===== src/rtl/kmp_pkg.sv =====
// ----------------------------------------------------------------------------
// kmp_pkg
// Shared types and codes for the streaming KMP matcher: transaction payloads,
// opcode and status codes, controller state and the control/status bundles.
// ----------------------------------------------------------------------------
package kmp_pkg;

    // Opcodes of an input transaction
    localparam logic [1:0] OP_CLEAR  = 2'd0;
    localparam logic [1:0] OP_APPEND = 2'd1;
    localparam logic [1:0] OP_TEXT   = 2'd2;

    // Status codes of a result transaction
    localparam logic [1:0] STAT_OK   = 2'd0;
    localparam logic [1:0] STAT_FULL = 2'd1;
    localparam logic [1:0] STAT_SAT  = 2'd2;

    typedef struct packed {
        logic [1:0] opcode;
        logic [7:0] data_byte;
    } in_item_t;

    typedef struct packed {
        logic [1:0]  status;
        logic        found;
        logic [15:0] match_index;
        logic [6:0]  pattern_length;
        logic [15:0] text_position;
    } out_item_t;

    typedef enum logic [1:0] {
        ST_IDLE,
        ST_READ,
        ST_CMP,
        ST_COMMIT
    } kmp_state_t;

    // Controller to datapath
    typedef struct packed {
        logic accept;   // input transaction taken this cycle
        logic step;     // one fallback-chain compare step
        logic commit;   // update state and load the result register
    } kmp_cmd_t;

    // Datapath to controller
    typedef struct packed {
        logic need_search;  // offered item has to walk the failure chain
        logic step_done;    // chain walk ends with this compare
    } kmp_status_t;

endpackage


===== src/rtl/kmp_stream_matcher_unit.sv =====
// Sequence: an item with no pattern compare goes from accept straight to commit;
//   an item that walks the failure chain passes a read and a compare state per step.
// One item at a time: a new item is accepted only after the last one commits; each
//   step is a registered store read plus the byte compare; a stalled result holds commit.
// Reset: counts, loaded length and the found flag clear; the stores are not
//   cleared and need no clearing pass.
// ----------------------------------------------------------------------------
// kmp_stream_matcher_unit
// Streaming Knuth-Morris-Pratt first-match search: pattern bytes build the
// failure table incrementally, text bytes walk the fallback chain.
// ----------------------------------------------------------------------------
module kmp_stream_matcher_unit
    import kmp_pkg::*;
#(
    parameter int MAX_PATTERN     = 64,
    parameter int TEXT_INDEX_BITS = 16
)
(
    input  logic      clk,
    input  logic      rst_n,
    input  logic      item_valid,
    output logic      item_stall,
    input  in_item_t  item,
    output logic      result_valid,
    input  logic      result_stall,
    output out_item_t result
);

    kmp_cmd_t    cmd;
    kmp_status_t dp_status;

    // Sequencer
    kmp_ctrl u_ctrl
    (
        .clk          (clk),
        .rst_n        (rst_n),
        .item_valid   (item_valid),
        .item_stall   (item_stall),
        .result_valid (result_valid),
        .result_stall (result_stall),
        .dp_status    (dp_status),
        .cmd          (cmd)
    );

    // Stores, counters and compare unit
    kmp_datapath #(
        .MAX_PATTERN     (MAX_PATTERN),
        .TEXT_INDEX_BITS (TEXT_INDEX_BITS)
    ) u_datapath
    (
        .clk       (clk),
        .rst_n     (rst_n),
        .item      (item),
        .cmd       (cmd),
        .dp_status (dp_status),
        .result    (result)
    );

endmodule


===== src/rtl/kmp_ctrl.sv =====
// ----------------------------------------------------------------------------
// kmp_ctrl
// Controller: accepts one transaction at a time, sequences the compare loop
// against the pattern store and hands results to the output register.
// ----------------------------------------------------------------------------
module kmp_ctrl
    import kmp_pkg::*;
(
    input  logic        clk,
    input  logic        rst_n,
    input  logic        item_valid,
    output logic        item_stall,
    output logic        result_valid,
    input  logic        result_stall,
    input  kmp_status_t dp_status,
    output kmp_cmd_t    cmd
);

    kmp_state_t state_reg;
    kmp_state_t state_next;
    logic       result_valid_reg;
    logic       result_valid_next;
    logic       slot_free;

    // Output slot can take a result this cycle
    assign slot_free = !result_valid_reg || !result_stall;

    // Next state
    always_comb
    begin
        state_next = state_reg;
        case (state_reg)
            ST_IDLE:
            begin
                if (item_valid)
                begin
                    state_next = dp_status.need_search ? ST_READ : ST_COMMIT;
                end
            end
            ST_READ:
            begin
                state_next = ST_CMP;
            end
            ST_CMP:
            begin
                state_next = dp_status.step_done ? ST_COMMIT : ST_READ;
            end
            ST_COMMIT:
            begin
                if (slot_free)
                begin
                    state_next = ST_IDLE;
                end
            end
            default:
            begin
                state_next = ST_IDLE;
            end
        endcase
    end

    // Outputs and commands
    always_comb
    begin
        cmd        = '0;
        item_stall = 1'b1;
        case (state_reg)
            ST_IDLE:
            begin
                item_stall = 1'b0;
                cmd.accept = item_valid;
            end
            ST_CMP:
            begin
                cmd.step = 1'b1;
            end
            ST_COMMIT:
            begin
                cmd.commit = slot_free;
            end
            default:
            begin
                cmd = '0;
            end
        endcase
    end

    // Result valid flag
    always_comb
    begin
        if (cmd.commit)
        begin
            result_valid_next = 1'b1;
        end
        else if (result_valid_reg && !result_stall)
        begin
            result_valid_next = 1'b0;
        end
        else
        begin
            result_valid_next = result_valid_reg;
        end
    end

    assign result_valid = result_valid_reg;

    always_ff @(posedge clk or negedge rst_n)
    begin
        if (!rst_n)
        begin
            state_reg        <= ST_IDLE;
            result_valid_reg <= 1'b0;
        end
        else
        begin
            state_reg        <= state_next;
            result_valid_reg <= result_valid_next;
        end
    end

endmodule


===== src/rtl/kmp_datapath.sv =====
// ----------------------------------------------------------------------------
// kmp_datapath
// Datapath: pattern and failure stores, search counters, the fallback-chain
// compare unit and the result register.
// ----------------------------------------------------------------------------
module kmp_datapath
    import kmp_pkg::*;
#(
    parameter int MAX_PATTERN     = 64,
    parameter int TEXT_INDEX_BITS = 16
)
(
    input  logic        clk,
    input  logic        rst_n,
    input  in_item_t    item,
    input  kmp_cmd_t    cmd,
    output kmp_status_t dp_status,
    output out_item_t   result
);

    localparam int IW = (MAX_PATTERN > 1) ? $clog2(MAX_PATTERN) : 1;
    localparam int LW = $clog2(MAX_PATTERN + 1);
    localparam int TW = TEXT_INDEX_BITS;
    localparam int SW = (TW > LW) ? TW : LW;

    // Stores
    logic [7:0]    pattern_mem [MAX_PATTERN];
    logic [IW-1:0] failure_mem [MAX_PATTERN];

    // Search state
    logic [LW-1:0] loaded_reg,    loaded_next;
    logic [IW-1:0] builder_reg,   builder_next;
    logic [IW-1:0] matched_reg,   matched_next;
    logic [TW-1:0] text_reg,      text_next;
    logic          found_reg,     found_next;
    logic [TW-1:0] first_idx_reg, first_idx_next;

    // Item in flight
    logic [1:0]    op_reg;
    logic [7:0]    byte_reg;
    logic [LW-1:0] k_reg, k_next;
    logic [7:0]    pat_rd_reg;
    logic [IW-1:0] fail_rd_reg;
    out_item_t     result_reg, result_next;

    logic          full;
    logic          sat;
    logic [LW-1:0] k_start;
    logic [IW-1:0] k_m1;
    logic          byte_hit;
    logic          need_search;
    logic          step_done;
    logic [1:0]    stat;
    logic [SW-1:0] idx_wide;

    assign full = (loaded_reg == LW'(MAX_PATTERN));
    assign sat  = &text_reg;
    assign k_m1 = IW'(k_reg - 1'b1);

    // Start point and search decision for the offered item
    always_comb
    begin
        k_start     = '0;
        need_search = 1'b0;
        case (item.opcode)
            OP_APPEND:
            begin
                if (LW'(builder_reg) < loaded_reg)
                begin
                    k_start = LW'(builder_reg);
                end
                need_search = !full && (loaded_reg != '0);
            end
            OP_TEXT:
            begin
                if (LW'(matched_reg) < loaded_reg)
                begin
                    k_start = LW'(matched_reg);
                end
                need_search = !found_reg && !sat && (loaded_reg != '0);
            end
            default:
            begin
                k_start     = '0;
                need_search = 1'b0;
            end
        endcase
    end

    // Compare step along the failure chain
    assign byte_hit  = (pat_rd_reg == byte_reg);
    assign step_done = byte_hit || (k_reg == '0);

    assign dp_status = {need_search, step_done};

    always_comb
    begin
        k_next = k_reg;
        if (cmd.accept)
        begin
            k_next = k_start;
        end
        else if (cmd.step)
        begin
            if (byte_hit)
            begin
                k_next = k_reg + 1'b1;
            end
            else if (k_reg != '0)
            begin
                k_next = LW'(fail_rd_reg);
            end
        end
    end

    // State update on commit
    always_comb
    begin
        loaded_next    = loaded_reg;
        builder_next   = builder_reg;
        matched_next   = matched_reg;
        text_next      = text_reg;
        found_next     = found_reg;
        first_idx_next = first_idx_reg;
        stat           = STAT_OK;
        idx_wide       = SW'(text_reg) + SW'(1) - SW'(loaded_reg);
        case (op_reg)
            OP_CLEAR:
            begin
                loaded_next    = '0;
                builder_next   = '0;
                matched_next   = '0;
                text_next      = '0;
                found_next     = 1'b0;
                first_idx_next = '0;
            end
            OP_APPEND:
            begin
                matched_next   = '0;
                text_next      = '0;
                found_next     = 1'b0;
                first_idx_next = '0;
                if (full)
                begin
                    stat = STAT_FULL;
                end
                else
                begin
                    builder_next = k_reg[IW-1:0];
                    loaded_next  = loaded_reg + 1'b1;
                end
            end
            OP_TEXT:
            begin
                if (found_reg)
                begin
                    stat = STAT_OK;
                end
                else if (sat)
                begin
                    stat = STAT_SAT;
                end
                else
                begin
                    text_next = text_reg + 1'b1;
                    if (loaded_reg == '0)
                    begin
                        // empty pattern matches at the start
                        found_next     = 1'b1;
                        first_idx_next = '0;
                    end
                    else if (k_reg == loaded_reg)
                    begin
                        found_next     = 1'b1;
                        first_idx_next = TW'(idx_wide);
                        matched_next   = '0;
                    end
                    else
                    begin
                        matched_next = k_reg[IW-1:0];
                    end
                end
            end
            default:
            begin
                stat = STAT_OK;
            end
        endcase

        result_next.status         = stat;
        result_next.found          = found_next;
        result_next.match_index    = found_next ? 16'(first_idx_next) : 16'd0;
        result_next.pattern_length = 7'(loaded_next);
        result_next.text_position  = 16'(text_next);
    end

    // Control state registers
    always_ff @(posedge clk or negedge rst_n)
    begin
        if (!rst_n)
        begin
            loaded_reg    <= '0;
            builder_reg   <= '0;
            matched_reg   <= '0;
            text_reg      <= '0;
            found_reg     <= 1'b0;
            first_idx_reg <= '0;
        end
        else if (cmd.commit)
        begin
            loaded_reg    <= loaded_next;
            builder_reg   <= builder_next;
            matched_reg   <= matched_next;
            text_reg      <= text_next;
            found_reg     <= found_next;
            first_idx_reg <= first_idx_next;
        end
    end

    // Payload registers
    always_ff @(posedge clk)
    begin
        k_reg <= k_next;
        if (cmd.accept)
        begin
            op_reg   <= item.opcode;
            byte_reg <= item.data_byte;
        end
        if (cmd.commit)
        begin
            result_reg <= result_next;
        end
    end

    // Pattern store: written on append, read at the chain position
    always_ff @(posedge clk)
    begin
        if (cmd.accept && (item.opcode == OP_APPEND) && !full)
        begin
            pattern_mem[loaded_reg[IW-1:0]] <= item.data_byte;
        end
        pat_rd_reg <= pattern_mem[k_reg[IW-1:0]];
    end

    // Failure store: written when an append commits
    always_ff @(posedge clk)
    begin
        if (cmd.commit && (op_reg == OP_APPEND) && !full)
        begin
            failure_mem[loaded_reg[IW-1:0]] <= k_reg[IW-1:0];
        end
        fail_rd_reg <= failure_mem[k_m1];
    end

    assign result = result_reg;

endmodule

===== config.mk =====
export PLATFORM = sky130hd
export DESIGN_NAME = kmp_stream_matcher_unit
export DESIGN_NICKNAME = d
export VERILOG_FILES = /design/src/rtl/kmp_pkg.sv /design/src/rtl/kmp_stream_matcher_unit.sv /design/src/rtl/kmp_ctrl.sv /design/src/rtl/kmp_datapath.sv
export SDC_FILE = /design/constraint.sdc
export NUM_CORES = 1
export LEC_CHECK = 0
export BUFFER_PORTS_ARGS = -buffer_cell sky130_fd_sc_hd__clkbuf_2
export CORE_MARGIN = 3
export CORE_UTILIZATION = 35
export DETAILED_ROUTE_END_ITERATION = 8
export PLACE_DENSITY = 0.58
export SLEW_MARGIN = 20
export SYNTH_ARGS = -nofsm -noshare
export SYNTH_HDL_FRONTEND = slang
export SYNTH_SLANG_ARGS = --single-unit
export TNS_END_PERCENT = 10

===== constraint.sdc =====
create_clock -name clk -period 14.65 [get_ports clk]
set_clock_uncertainty 0.05 [all_clocks]
set_input_delay 4.395 -clock clk [delete_from_list [all_inputs] [get_ports clk]]
set_output_delay 4.395 -clock clk [all_outputs]
set_load 0.005 [all_outputs]

; After elaboration in Yosys (flattened, before gate mapping)
; Memory sizes are Yosys's and may differ from the RTL's. A register that Yosys moved wholly into a read port is not among the register bits.
; Index checks and enable logic that the tools add are counted.
[classes]
muxes = 49
n_shift = 0
reduce_logical = 32
add_sub_neg = 5
order_cmp = 2
n_bitwise = 0
n_div = 0
multipliers = 0
eq_ne = 16
[op_table]
columns = operator, n
row1 = 16-bit 2-to-1 mux, 6
row2 = 16-bit one-hot mux with 2 select lines, 2
row3 = 6-bit 2-to-1 mux, 7
row4 = 7-bit 2-to-1 mux, 5
row5 = 7-bit one-hot mux with 2 select lines, 2
row6 = 6-bit one-hot mux with 2 select lines, 2
row7 = "16-bit by 1-bit adder with 16-bit output, second input constant", 1
row8 = 16-bit AND reduction, 1
row9 = 16-bit by 7-bit subtractor with 16-bit output, 1
row10 = 1-bit 2-to-1 mux, 15
row11 = "7-bit by 1-bit adder with 7-bit output, second input constant", 2
row12 = 7-bit logical NOT, 2
row13 = 6-bit by 7-bit < comparator with 1-bit output, 2
row14 = 7-bit nonzero test, 2
row15 = 2-bit 2-to-1 mux, 6
row16 = "2-bit inequality test, second input constant", 5
row17 = "2-bit equality test, second input constant", 4
row18 = 8-bit equality test, 1
row19 = 1-bit logical AND, 8
row20 = 2-bit one-hot mux with 4 select lines, 1
row21 = 2-bit nonzero test, 4
row22 = 7-bit equality test, 1
row23 = "7-bit equality test, second input constant", 1
row24 = "2-bit by 1-bit equality test with 1-bit output, second input constant", 3
row25 = 12 further kinds, 20
[word_totals]
ramBits = 896
memories = 2
register_bits = 114
elab_cells = 122
romBits = 0
input_bits = 14
latch_bits = 0
out_inout_bits = 44
[memory_table]
columns = name, depth, width, rd, rd_ports_with_merged_regs, write_ports, line
row1 = u_datapath.pattern_mem, 64, 8, 1, 1, 1, kmp_datapath.sv:27  ; logic [7:0] pattern_mem [MAX_PATTERN];
row2 = u_datapath.failure_mem, 64, 6, 1, 1, 1, kmp_datapath.sv:28  ; logic [IW-1:0] failure_mem [MAX_PATTERN];

; Longest topological paths before layout
; Gate-level depths: netlist (run 1).
[depth]
depth_word = 8
depth_mapped = 13
depth_no_buf = 13

; Hierarchy
; From an unflattened synthesis (run 1), not the netlist that was laid out.
[unflattened]
hier_cells = 2136
area_unflattened_um2 = 41458.5
[modules_own_cells]
columns = module, cells_per_inst, area_each_um2, seq_area_each_um2, n_inst
row1 = kmp_datapath, 2118, 41303.4, 30259.0, 1
row2 = kmp_ctrl, 18, 155.1, 75.1, 1

; Least setup slack after synthesis (run 1)
; No wires, ideal clock.
[synth_timing]
path_kind = input to register
start = input port result_stall
end = register u_datapath.result_reg (netlist bit u_datapath.result[0]), enable pin
path_stages = 5
required_ps = 14178
arrival_time_ps = 6410
slack_ps = 7767
path_buffers = 2
setup_ps = 422
path_cell_list = nand2_1 > nand3_1 > inv_1 > buf_1 > buf_1
[synth_lines]
columns = item, line
row1 = from (decl), kmp_stream_matcher_unit.sv:25  ; input logic result_stall,
row2 = to (signal assigned), kmp_datapath.sv:231  ; result_reg <= result_next;
row3 = to (decl), kmp_datapath.sv:44  ; out_item_t result_reg, result_next;

; Final worst setup path (run 1)
[layout_timing]
start = input port item_valid
end = memory u_datapath.pattern_mem[19][2], enable pin
[layout_via]
elab_chain_len = 5
[layout_lines]
columns = item, line
row1 = from (decl), kmp_stream_matcher_unit.sv:21  ; input logic item_valid,
row2 = 1-bit 2-to-1 mux, kmp_ctrl.sv:67  ; case (state_reg)
row3 = 1-bit logical AND (2 in series), kmp_datapath.sv:238  ; if (cmd.accept && (item.opcode == OP_APPEND) && !full)
row4 = 1-bit 2-to-1 mux, kmp_datapath.sv:238
row5 = 1-bit 2-to-1 mux (implied by the code), kmp_datapath.sv:240  ; pattern_mem[loaded_reg[IW-1:0]] <= item.data_byte;
row6 = to (decl), kmp_datapath.sv:27
; No other way between the ends.

==> results of run 1 <==
-- routing by layer --
layer	up-vias	share of wire, %	track usage [%]
met5	-	0.022	0
met4	4	2.6	5.00
met3	148	6.7	3.00
met2	884	49	27.5
met1	10971	42	23.3
li1	8891	-	-
-- stage by stage --
| stage | utilization, % | setup slack [ns] | instances | hold WS [ns] | cell area [um2] |
|---|---|---|---|---|---|
| finish | 40.2 | 8.21 | 3844 | 0.452 | 47000 |
| floorplan | - | 7.77 | 2151 | 0.403 | 41500 |
| global route | 40.2 | 8.09 | 3844 | 0.479 | 47000 |
| CTS | 40.2 | 8.26 | 3844 | 0.450 | 47000 |
| global placement | 37.2 | 7.60 | 3642 | 0.425 | 43500 |
| detailed placement | 37.2 | 7.52 | 3642 | 0.432 | 43500 |
-- report_power, final --
group          switching (mW)  internal, mW  total, mW
Combinational            1.65          1.28       2.92
Clock                    1.14          1.54       2.68
Sequential             0.0685          3.45       3.52
Total                    2.86          6.26       9.12
-- synth_stat cells (19+ instances only) --
cell type | number | area [um2]
sky130_fd_sc_hd__ha_1 | 29 | 363
sky130_fd_sc_hd__a21oi_1 | 29 | 145
sky130_fd_sc_hd__buf_2 | 31 | 155
sky130_fd_sc_hd__dfrtp_1 | 55 | 1380
sky130_fd_sc_hd__nor3_1 | 19 | 95.1
sky130_fd_sc_hd__inv_1 | 20 | 75.1
sky130_fd_sc_hd__nor2_1 | 169 | 634
sky130_fd_sc_hd__xnor2_1 | 29 | 254
sky130_fd_sc_hd__nand3_1 | 44 | 220
sky130_fd_sc_hd__edfxtp_1 | 955 | 28700
sky130_fd_sc_hd__clkbuf_1 | 77 | 289
sky130_fd_sc_hd__nand2_1 | 129 | 484
sky130_fd_sc_hd__o21ai_0 | 50 | 250
sky130_fd_sc_hd__mux4_2 | 294 | 6620
-- area by class of cell --
type,count,area [um2],share of cell area (%)
Sequential cell,1024,30300,64.5
Multi-Input combinational cell,978,10600,22.5
Clock inverter,76,749,1.59
Timing Repair Buffer,92,548,1.17
Clock buffer,126,2790,5.94
Inverter,24,90.1,0.192
Tap cell,1524,1910,4.06
-- cells by family after synthesis --
group                    after synthesis  share of synthesized area, %
AO/OA/AOI/OAI                        166                          2.61
multiplexers                         304                          16.2
XOR/XNOR                              46                         0.971
flip-flops                          1024                          73.1
adder cells (fa/ha/maj)               30                         0.923
AND/OR/NAND/NOR                      432                          4.69
buffers and inverters                149                          1.46
-- worst paths after layout --
kind	start	endpoint	slack, ns
hold / removal	u_datapath.first_idx_reg[14]$_DFFE_PN0P_	u_datapath.first_idx_reg[14]$_DFFE_PN0P_	0.45
max in group asynchronous	rst_n	u_datapath.matched_reg[0]$_DFFE_PN0P_	10.16
setup reg to reg	u_datapath.k_reg[0]$_DFFE_PP_	u_datapath.fail_rd_reg[2]$_DFF_P_	10.23
min in group asynchronous	rst_n	u_datapath.text_reg[5]$_DFFE_PN0P_	3.82
setup / recovery	item_valid	u_datapath.pattern_mem[19][2]$_DFFE_PP_	8.21
hold reg to reg	u_datapath.first_idx_reg[14]$_DFFE_PN0P_	u_datapath.first_idx_reg[14]$_DFFE_PN0P_	0.45
-- worst max-delay path, cell delays in order --
cell and delay, ns:
sky130_fd_sc_hd__clkbuf_2 0.09, sky130_fd_sc_hd__inv_1 0.06, sky130_fd_sc_hd__nor2_2 0.09, sky130_fd_sc_hd__buf_4 0.26, sky130_fd_sc_hd__nand2_1 0.28, sky130_fd_sc_hd__or3_1 0.81, sky130_fd_sc_hd__nor2_1 0.69
==> impl_metrics.json, run 1 <==
{
  "post_synth_inst_count": 2151,
  "ys_types": 67,
  "finalCritPeriodShare_pct": 44.0,
  "std_cell_rows": 125,
  "pwr_density_cell_mw_per_mm2": 194,
  "max_clock_freq_ghz": 0.155,
  "synth.cell_area_mm2": 0.0415,
  "gr-usage-all-layers_pct": 16.9,
  "drc": 0,
  "slew_viol_final": 0,
  "cts_made_buffers": 106,
  "number_of_antenna_violations_at_the_first_check_in_global_routing": 2,
  "drtIter0Drc": 2129,
  "cts.hold.buffers_added": 0,
  "critPathLaunchType": "input port",
  "end_kind": "flop",
  "num_io_pins": 58,
  "routed-via-count": 20898,
  "postRouteWirelength_um": 103000,
  "status": "complete, no violations",
  "path_clk_slew_ns": 0.06,
  "synth_seq_area_share_pct": 73.1,
  "maximum_number_of_pins_on_one_net_before_global_route_repair": 79,
  "synth.yosys.warnings": 0,
  "ctsLongestPathBuffers": 3,
  "synth-edff-count": 955,
  "core_area_mm2": 0.117,
  "ir_worst_vdd_mv": 0.225,
  "power_total_mw": 9.12,
  "first_global_vias": 21359,
  "worstSetupPathType": "input port to flop",
  "timing.critical_path.fanout_max": 20,
  "maxSlewHeadroom_pct": 21.1,
  "filler_cell_count": 10162,
  "drt-wirelength-per-cell_um": 26.8,
  "timing.final.setup_violations": 0,
  "hold_path_depth": 2,
  "worst-endpoint-arrival_ns": 6.70,
  "layout-drive-gt1-share_pct": 25.1,
  "post_drt_via_cell_ratio": 5.44,
  "cts_max_level": 3,
  "n_antenna_cell": 0,
  "min_tclk_post_route_ns": 6.44,
  "die-area_mm2": 0.123,
  "net_count_after_synthesis": 2195,
  "clock_tree.root_cell": "sky130_fd_sc_hd__clkbuf_16",
  "postSynthAreaPerCell_um2": 19.3,
  "number_of_flip_flops_under_the_largest_register_name": 512,
  "num-nets-final": 2270,
  "grt_pass1_wl_um": 152000,
  "fraction_of_registers_with_async_set_or_reset_after_synthesis_pct": 5.37,
  "min-delay-path-class": "flop to flop",
  "clock_insertion_delay_worst_skew_ns": 0.70,
  "synth-main-ff-cell": "sky130_fd_sc_hd__edfxtp_1",
  "die_height_um": 350,
  "routabilityCongestion": 0.812,
  "layout_commonest_cell": "sky130_fd_sc_hd__edfxtp_1",
  "max_slew.worst_pin.slew_ns": 1.18,
  "final_setup_tns_ns": 0,
  "clock_sinks": 1024,
  "setup_repair_after_global_routing_missed_its_margin": "no",
  "max_cap_viols": 0,
  "static-leakage-power_nw": 14.8,
  "initial_core_util_pct": 35.5,
  "syn_to_final_growth_pct": 13.3,
  "horiz_die_dim_um": 350,
  "r2r.worst_path.cells": 6,
  "mostFrequentLayoutCells": "955 x sky130_fd_sc_hd__edfxtp_1, 294 x sky130_fd_sc_hd__mux4_2, 168 x sky130_fd_sc_hd__nor2_1",
  "cts_tree": "done",
  "drt_pass1_iterations": 5,
  "final_antenna_net_count": 0,
  "post_cts_resize_count": 0,
  "grt.overflow.total": 0,
  "io_buffer_count": 57,
  "dp_hpwl_um": 63900,
  "postSynthRegisterBits": 1024,
  "required_ns": 14.91,
  "hold_violations": 0,
  "buffer_count_from_post_cts_setup_fixing": 0
}
(Power assumes the default switching activity.)
==> run 2: changes to the inputs <==
--- a/config.mk
+++ b/config.mk
@@ -9,7 +9,7 @@
 export CORE_MARGIN = 3
 export CORE_UTILIZATION = 35
 export DETAILED_ROUTE_END_ITERATION = 8
-export PLACE_DENSITY = 0.58
+export PLACE_DENSITY = 0.6
 export SLEW_MARGIN = 20
 export SYNTH_ARGS = -nofsm -noshare
 export SYNTH_HDL_FRONTEND = slang
==> constraint.sdc (replaced) <==
create_clock -name clk -period 5.7 [get_ports clk]
set_clock_uncertainty 0.05 [all_clocks]
set_input_delay 1.71 -clock clk [delete_from_list [all_inputs] [get_ports clk]]
set_output_delay 1.71 -clock clk [all_outputs]
set_load 0.005 [all_outputs]
==> impl_metrics.json, run 2 (synthesis results as in run 1) <==
{
  "cts_max_level": 3,
  "first_global_vias": 21555,
  "holdPathEnd": "u_datapath.first_idx_reg[12]$_DFFE_PN0P_",
  "reg2reg_to": "u_datapath.result[34]$_SDFFCE_PN0P_",
  "number_of_flip_flops_under_the_largest_register_name": 512,
  "worst_path_largest_cell_delay_ns": 0.49,
  "horiz_die_dim_um": 350,
  "slew_viol_final": 0,
  "holdWs_ns": 0.462,
  "grt.overflow.total": 0,
  "hold_path_depth": 1,
  "status": "complete, no violations",
  "total_placed_cells_including_tap_cells": 3650,
  "io_buffer_count": 57,
  "postLayoutCoreUtil_pct": 40.2,
  "min_tclk_post_route_ns": 3.85,
  "power_total_mw": 23.4,
  "end_kind": "flop",
  "buffer_count_from_post_cts_setup_fixing": 0,
  "hold_violations": 0,
  "r2r_slack_ns": 1.85,
  "mostFrequentLayoutCells": "955 x sky130_fd_sc_hd__edfxtp_1, 294 x sky130_fd_sc_hd__mux4_2, 168 x sky130_fd_sc_hd__nor2_1",
  "routabilityCongestion": 0.866,
  "path_clk_slew_ns": 0.06,
  "timing.critical_path.fanout_max": 9,
  "critPathLaunchType": "flop",
  "crit_top_cell": "sky130_fd_sc_hd__ha_1",
  "gr-usage-all-layers_pct": 16.8,
  "dp_hpwl_um": 65600,
  "cts.hold.buffers_added": 0,
  "clock_sinks": 1024,
  "drt_pass1_iterations": 6,
  "routed-via-count": 21329,
  "finalCritPeriodShare_pct": 67.5,
  "drtIter0Drc": 2367,
  "std_cell_rows": 125,
  "filler_cell_count": 10208,
  "max_slew.worst_pin.slew_ns": 1.07,
  "max_clock_freq_ghz": 0.260,
  "maximum_number_of_pins_on_one_net_before_global_route_repair": 111,
  "worst_r2r_startpoint": "u_datapath.text_reg[0]$_DFFE_PN0P_",
  "syn_to_final_growth_pct": 13.2,
  "ctsLongestPathBuffers": 3,
  "min-delay-path-class": "flop to flop",
  "cts_made_buffers": 100,
  "layout-drive-gt1-share_pct": 25.0,
  "hold_path_startpoint": "u_datapath.first_idx_reg[12]$_DFFE_PN0P_",
  "clock_insertion_delay_worst_skew_ns": 0.69,
  "max_cap_viols": 0,
  "drt-wirelength-per-cell_um": 26.9,
  "timing.final.setup_violations": 0,
  "setup_repair_after_global_routing_missed_its_margin": "no",
  "num_io_pins": 58,
  "number_of_antenna_violations_at_the_first_check_in_global_routing": 1,
  "grt_pass1_wl_um": 152000,
  "instances_no_fill": 3841,
  "layout_commonest_cell": "sky130_fd_sc_hd__edfxtp_1",
  "initial_core_util_pct": 35.5,
  "postRouteWirelength_um": 103000,
  "post_drt_via_cell_ratio": 5.55,
  "static-leakage-power_nw": 14.8,
  "required_ns": 6.14,
  "clock_tree.root_cell": "sky130_fd_sc_hd__clkbuf_16",
  "pwr_density_cell_mw_per_mm2": 497,
  "post_cts_resize_count": 0,
  "num-nets-final": 2272,
  "cpMaxStageDelayCell": "sky130_fd_sc_hd__dfrtp_1",
  "cts_tree": "done",
  "ir_worst_vdd_mv": 0.391,
  "drc": 0,
  "worstSetupPathType": "flop to flop",
  "die_height_um": 350,
  "final_antenna_net_count": 0,
  "core_area_mm2": 0.117,
  "final_setup_tns_ns": 0,
  "maxSlewHeadroom_pct": 28.0,
  "worst-endpoint-arrival_ns": 4.28,
  "worstPathCellList": "ha_1 -> nand2_4 -> nor2_1 -> xor2_1 -> ha_1 -> and2_1 -> a221oi_1 -> o211ai_1 -> or2_2 -> xnor2_1 -> nand2_1 -> o22ai_1",
  "die-area_mm2": 0.123,
  "r2r.worst_path.cells": 12
}
-- run 2: cell count changes in the layout (fill, tap and decap cells not counted), moves of 3 or more --
cell,delta
sky130_fd_sc_hd__clkinv_1,+3
sky130_fd_sc_hd__buf_12,+3
sky130_fd_sc_hd__clkbuf_16,-6
sky130_fd_sc_hd__clkbuf_1,-6
sky130_fd_sc_hd__buf_6,+3
sky130_fd_sc_hd__clkinv_2,-5
-- run 2: area by class of cell --
class / instances / area, um2 / share of cell area [%]
sequential: 1024 / 30300 / 64.6
multi-input combinational: 978 / 10600 / 22.5
clock buffer: 115 / 2630 / 5.60
tap: 1524 / 1910 / 4.06
clock inverter: 75 / 773 / 1.65
timing repair buffer: 100 / 657 / 1.40
inverter: 24 / 90.1 / 0.192
antenna: 1 / 2.50 / 0.00533
-- run 2: through the flow --
step	worst slack (ns)	cell area, um2
2_1_floorplan	0.995	41500
3_3_place_gp	1.30	43600
3_5_place_dp	1.16	43600
4_1_cts	1.84	47000
5_1_grt	1.60	47000
6_report	1.85	47000
-- run 2: metal layers --
layer	wire, um	vias up	part of all wire (%)	global-route usage [%]
met5	0	-	0	0
met1	42800	11331	41	23.2
met3	7060	162	6.8	2.72
met4	2530	0	2.5	4.45
met2	50800	934	49	28.0
li1	-	8902	-	-
-- run 2: report_power, final --
part	switching [mW]	leakage [nW]	internal (mW)	total, mW
clock	2.92	1.64	3.86	6.78
combinational	4.18	3.77	3.31	7.49
sequential	0.244	9.42	8.85	9.10
total	7.35	14.8	16.0	23.4
-- run 2: critical path: cells and delay by family (launching register included) --
family	cells	cell delay (ns)
AND/OR/NAND/NOR	5	0.94
AO/OA/AOI/OAI	3	0.86
adder cells (fa/ha/maj)	2	0.72
flip-flops	1	0.49
XOR/XNOR	2	0.58
-- run 2: worst max-delay path by stage --
stage / slack [ns] / cells after the start / endpoint / startpoint
3_5_place_dp: 1.16 / 7 / u_datapath.pattern_mem[41][7]$_DFFE_PP_ / item_valid
6_report: 1.85 / 12 / u_datapath.result[34]$_SDFFCE_PN0P_ / u_datapath.text_reg[0]$_DFFE_PN0P_
2_1_floorplan: 1.0 / 11 / u_datapath.fail_rd_reg[0]$_DFF_P_ / u_datapath.k_reg[0]$_DFFE_PP_
4_1_cts: 1.84 / 5 / u_datapath.pat_rd_reg[2]$_DFF_P_ / u_datapath.k_reg[0]$_DFFE_PP_
3_3_place_gp: 1.30 / 7 / u_datapath.pattern_mem[24][0]$_DFFE_PP_ / item_valid
5_1_grt: 1.60 / 7 / u_datapath.failure_mem[16][3]$_DFFE_PP_ / u_datapath.loaded_reg[0]$_DFFE_PN0P_
==> run 3: changes to the inputs <==
--- a/config.mk
+++ b/config.mk
@@ -5,6 +5,7 @@
 export SDC_FILE = /design/constraint.sdc
 export NUM_CORES = 1
 export LEC_CHECK = 0
+export ABC_AREA = 1
 export BUFFER_PORTS_ARGS = -buffer_cell sky130_fd_sc_hd__clkbuf_2
 export CORE_MARGIN = 3
 export CORE_UTILIZATION = 35
==> constraint.sdc (replaced) <==
create_clock -name clk -period 3.49 [get_ports clk]
set_clock_uncertainty 0.05 [all_clocks]
set_input_delay 1.047 -clock clk [delete_from_list [all_inputs] [get_ports clk]]
set_output_delay 1.047 -clock clk [all_outputs]
set_load 0.005 [all_outputs]
==> impl_metrics.json, run 3 <==
{
  "num_io_pins": 58,
  "met1Wirelength_um": 49400,
  "synth.cell_area_mm2": 0.0429,
  "dr_wl_met3_um": 7560,
  "slew_viol_final": 0,
  "crit_top_cell": "sky130_fd_sc_hd__nand2_1",
  "postRouteWirelength_um": 114000,
  "cts_tree": "done",
  "n_antenna_cell": 0,
  "filler_cell_count": 11246,
  "ys_types": 60,
  "worstPathCellList": "ha_1 -> nand2_4 -> nor2_4 -> xor2_1 -> ha_1 -> nand2_1 -> inv_1 -> nand2_1 -> nand2_1 -> a21oi_1 -> nand3_4 -> nor2_4 -> nand2_1 -> nand2_1 -> nand3_1 -> nand2_1 -> nand2_1 -> nand2_1 -> a21oi_1",
  "post_cts_resize_count": 0,
  "p_int_mw": 26.1,
  "synth.top_cells.by_count": "955 x sky130_fd_sc_hd__edfxtp_1, 703 x sky130_fd_sc_hd__nor2_1, 435 x sky130_fd_sc_hd__o21ai_0",
  "first_global_vias": 27362,
  "synth.yosys.warnings": 0,
  "clock_insertion_delay_worst_skew_ns": 0.69,
  "cpMaxStageDelayCell": "sky130_fd_sc_hd__dfrtp_1",
  "yosysTopAreaCellShare_pct": 66.9,
  "critPathLaunchType": "flop",
  "die-area_mm2": 0.127,
  "synth_seq_area_share_pct": 70.8,
  "initial_core_util_pct": 35.5,
  "power.combinational.fraction_pct": 38.5,
  "worst_r2r_startpoint": "u_datapath.text_reg[1]$_DFFE_PN0P_",
  "routabilityCongestion": 0.900,
  "timing.final.setup_violations": 0,
  "sw_frac_of_total_pct": 38.8,
  "grt_pass1_wl_um": 173000,
  "power_total_mw": 42.7,
  "net_count_after_synthesis": 3568,
  "std_cell_rows": 127,
  "max_slew.worst_pin.slew_ns": 1.11,
  "worstSetupPathType": "flop to flop",
  "worst_path_largest_cell_delay_ns": 0.42,
  "final_setup_tns_ns": 0,
  "cts_max_level": 3,
  "post_drt_via_cell_ratio": 5.28,
  "max_cap_viols": 0,
  "num-nets-final": 3726,
  "mostFrequentLayoutCells": "955 x sky130_fd_sc_hd__edfxtp_1, 698 x sky130_fd_sc_hd__nor2_1, 435 x sky130_fd_sc_hd__o21ai_0",
  "drtIter0Drc": 2742,
  "reg2reg_to": "u_datapath.result[38]$_SDFFCE_PN0P_",
  "hold_violations": 0,
  "post_synth_inst_count": 3524,
  "synth-main-ff-cell": "sky130_fd_sc_hd__edfxtp_1",
  "timing.critical_path.fanout_max": 5,
  "syn_to_final_growth_pct": 15.5,
  "postSynthRegisterBits": 1024,
  "grt.overflow.total": 0,
  "number_of_flip_flops_under_the_largest_register_name": 512,
  "p_clk_share_pct": 25.8,
  "synth-edff-count": 955,
  "postSynthAreaPerCell_um2": 12.2,
  "status": "complete, no violations",
  "maximum_number_of_pins_on_one_net_before_global_route_repair": 127,
  "synth.area.top_cells": "sky130_fd_sc_hd__edfxtp_1 67%, sky130_fd_sc_hd__nor2_1 6.2%, sky130_fd_sc_hd__o21ai_0 5.1%, sky130_fd_sc_hd__nand2_1 3.4%, sky130_fd_sc_hd__dfrtp_1 3.2%",
  "end_kind": "flop",
  "cell_with_the_most_instances_after_synthesis": "sky130_fd_sc_hd__edfxtp_1",
  "drc": 0,
  "switchingPower_mw": 16.6,
  "finalCritPeriodShare_pct": 89.8,
  "dp_worst_setup_slack_ns": 0.363,
  "drt-wirelength-per-cell_um": 21.2,
  "min-delay-path-class": "input port to async pin",
  "clock_sinks": 1024,
  "ctsLongestPathBuffers": 3,
  "setup.worst_path.start": "u_datapath.text_reg[1]$_DFFE_PN0P_",
  "clock_tree.root_cell": "sky130_fd_sc_hd__clkbuf_16",
  "setup_repair_after_global_routing_missed_its_margin": "no",
  "layout-drive-gt1-share_pct": 12.9,
  "dr_wl_met2_um": 53400,
  "horiz_die_dim_um": 356,
  "routed-via-count": 28392,
  "final_antenna_net_count": 0,
  "ir_worst_vdd_mv": 0.622,
  "gr-usage-all-layers_pct": 17.8,
  "endpoint": "u_datapath.result[38]$_SDFFCE_PN0P_",
  "die_height_um": 356,
  "max_clock_freq_ghz": 0.319,
  "power_frac_seq_pct": 35.7,
  "dp_hpwl_um": 72100,
  "cts_made_buffers": 106,
  "timing.final.ws_setup_ns": 0.356,
  "layout_commonest_cell": "sky130_fd_sc_hd__edfxtp_1",
  "cts.hold.buffers_added": 0,
  "number_of_antenna_violations_at_the_first_check_in_global_routing": 0,
  "synth_largest_area_cell": "sky130_fd_sc_hd__edfxtp_1",
  "io_buffer_count": 57,
  "r2r.worst_path.cells": 19,
  "core_area_mm2": 0.121,
  "worst-endpoint-arrival_ns": 3.48,
  "topRoutingLayerUsed": "met4",
  "r2r_slack_ns": 0.36,
  "static-leakage-power_nw": 16.6,
  "maxSlewHeadroom_pct": 26.3,
  "drt_pass1_iterations": 5,
  "path_clk_slew_ns": 0.06,
  "required_ns": 3.84,
  "pwr_density_cell_mw_per_mm2": 863,
  "fraction_of_registers_with_async_set_or_reset_after_synthesis_pct": 5.37,
  "buffer_count_from_post_cts_setup_fixing": 0,
  "min_tclk_post_route_ns": 3.13
}
[run 3: changes by cell type in the layout (fill, tap and decap cells not counted), moves of 128 or more]
cell and delta:
sky130_fd_sc_hd__nor2_1 +530, sky130_fd_sc_hd__o21ai_0 +385, sky130_fd_sc_hd__mux4_2 -294, sky130_fd_sc_hd__nand2_1 +263, sky130_fd_sc_hd__buf_4 +154, sky130_fd_sc_hd__o22ai_1 +128
[run 3: cell families after synthesis]
logic type	Yosys count	synth area share, %
AND/OR/NAND/NOR	1233	11.6
flip-flops	1024	70.8
AO/OA/AOI/OAI	851	12.1
buffers and inverters	315	3.11
multiplexers	37	0.864
XOR/XNOR	34	0.712
adder cells (fa/ha/maj)	30	0.893
[run 3: cell type report]
cell class | count | area (um2) | share of cell area (%)
clock buffer | 137 | 2780 | 5.61
inverter | 96 | 373 | 0.753
sequential | 1024 | 30300 | 61.3
clock inverter | 59 | 602 | 1.22
tap | 1612 | 2020 | 4.08
timing repair buffer | 269 | 2140 | 4.32
multi-input combinational | 2185 | 11200 | 22.7
[run 3: per-layer routing]
layer / track usage (%) / vias up
li1: - / 13222
met1: 24.8 / 13991
met2: 28.4 / 990
met3: 2.77 / 189
met4: 5.82 / 0
met5: 0 / -
[run 3: worst min-delay path by stage]
| stage | from | slack [ns] | endpoint | cells past startpoint |
|---|---|---|---|---|
| final | rst_n | 0.35 | u_datapath.text_reg[10]$_DFFE_PN0P_ | 1 |
| after global routing | rst_n | 0.36 | u_datapath.text_reg[10]$_DFFE_PN0P_ | 1 |
| after CTS | rst_n | 0.33 | u_datapath.text_reg[10]$_DFFE_PN0P_ | 1 |
| after detailed placement | u_datapath.first_idx_reg[14]$_DFFE_PN0P_ | 0.47 | u_datapath.first_idx_reg[14]$_DFFE_PN0P_ | 2 |
| after global placement | u_datapath.first_idx_reg[10]$_DFFE_PN0P_ | 0.46 | u_datapath.first_idx_reg[10]$_DFFE_PN0P_ | 2 |
| after floorplan | u_datapath.first_idx_reg[10]$_DFFE_PN0P_ | 0.44 | u_datapath.first_idx_reg[10]$_DFFE_PN0P_ | 2 |
[run 3: metrics by stage]
stage	util (%)	std cells	hold slack [ns]	cell area, um2
after floorplan	-	3524	0.438	42900
after global placement	38.2	5186	0.464	46100
after detailed placement	38.2	5186	0.469	46100
after CTS	41.0	5382	0.329	49500
after global routing	41.0	5382	0.362	49500
final	41.0	5382	0.353	49500
[run 3: worst max-delay path: cells and delay by family, from the launching register on]
| kind | cells | cell delay, ns |
|---|---|---|
| xor gates and xnor gates | 1 | 0.28 |
| and+or+nand+nor | 13 | 1.14 |
| adders and majority gates | 2 | 0.56 |
| buffers and inverters | 1 | 0.05 |
| AOI/OAI and AO/OA | 2 | 0.35 |
| DFF | 1 | 0.42 |
[run 3: power groups by stage]
stage                     Clock (mW)  Sequential [mW]  Combinational, mW
after global placement             0             15.5               16.2
after floorplan                    0             15.6               10.1
after global routing            11.7             15.3               18.1
final                           11.0             15.2               16.4
after CTS                       11.3             15.2               16.4
after detailed placement           0             15.5               16.4
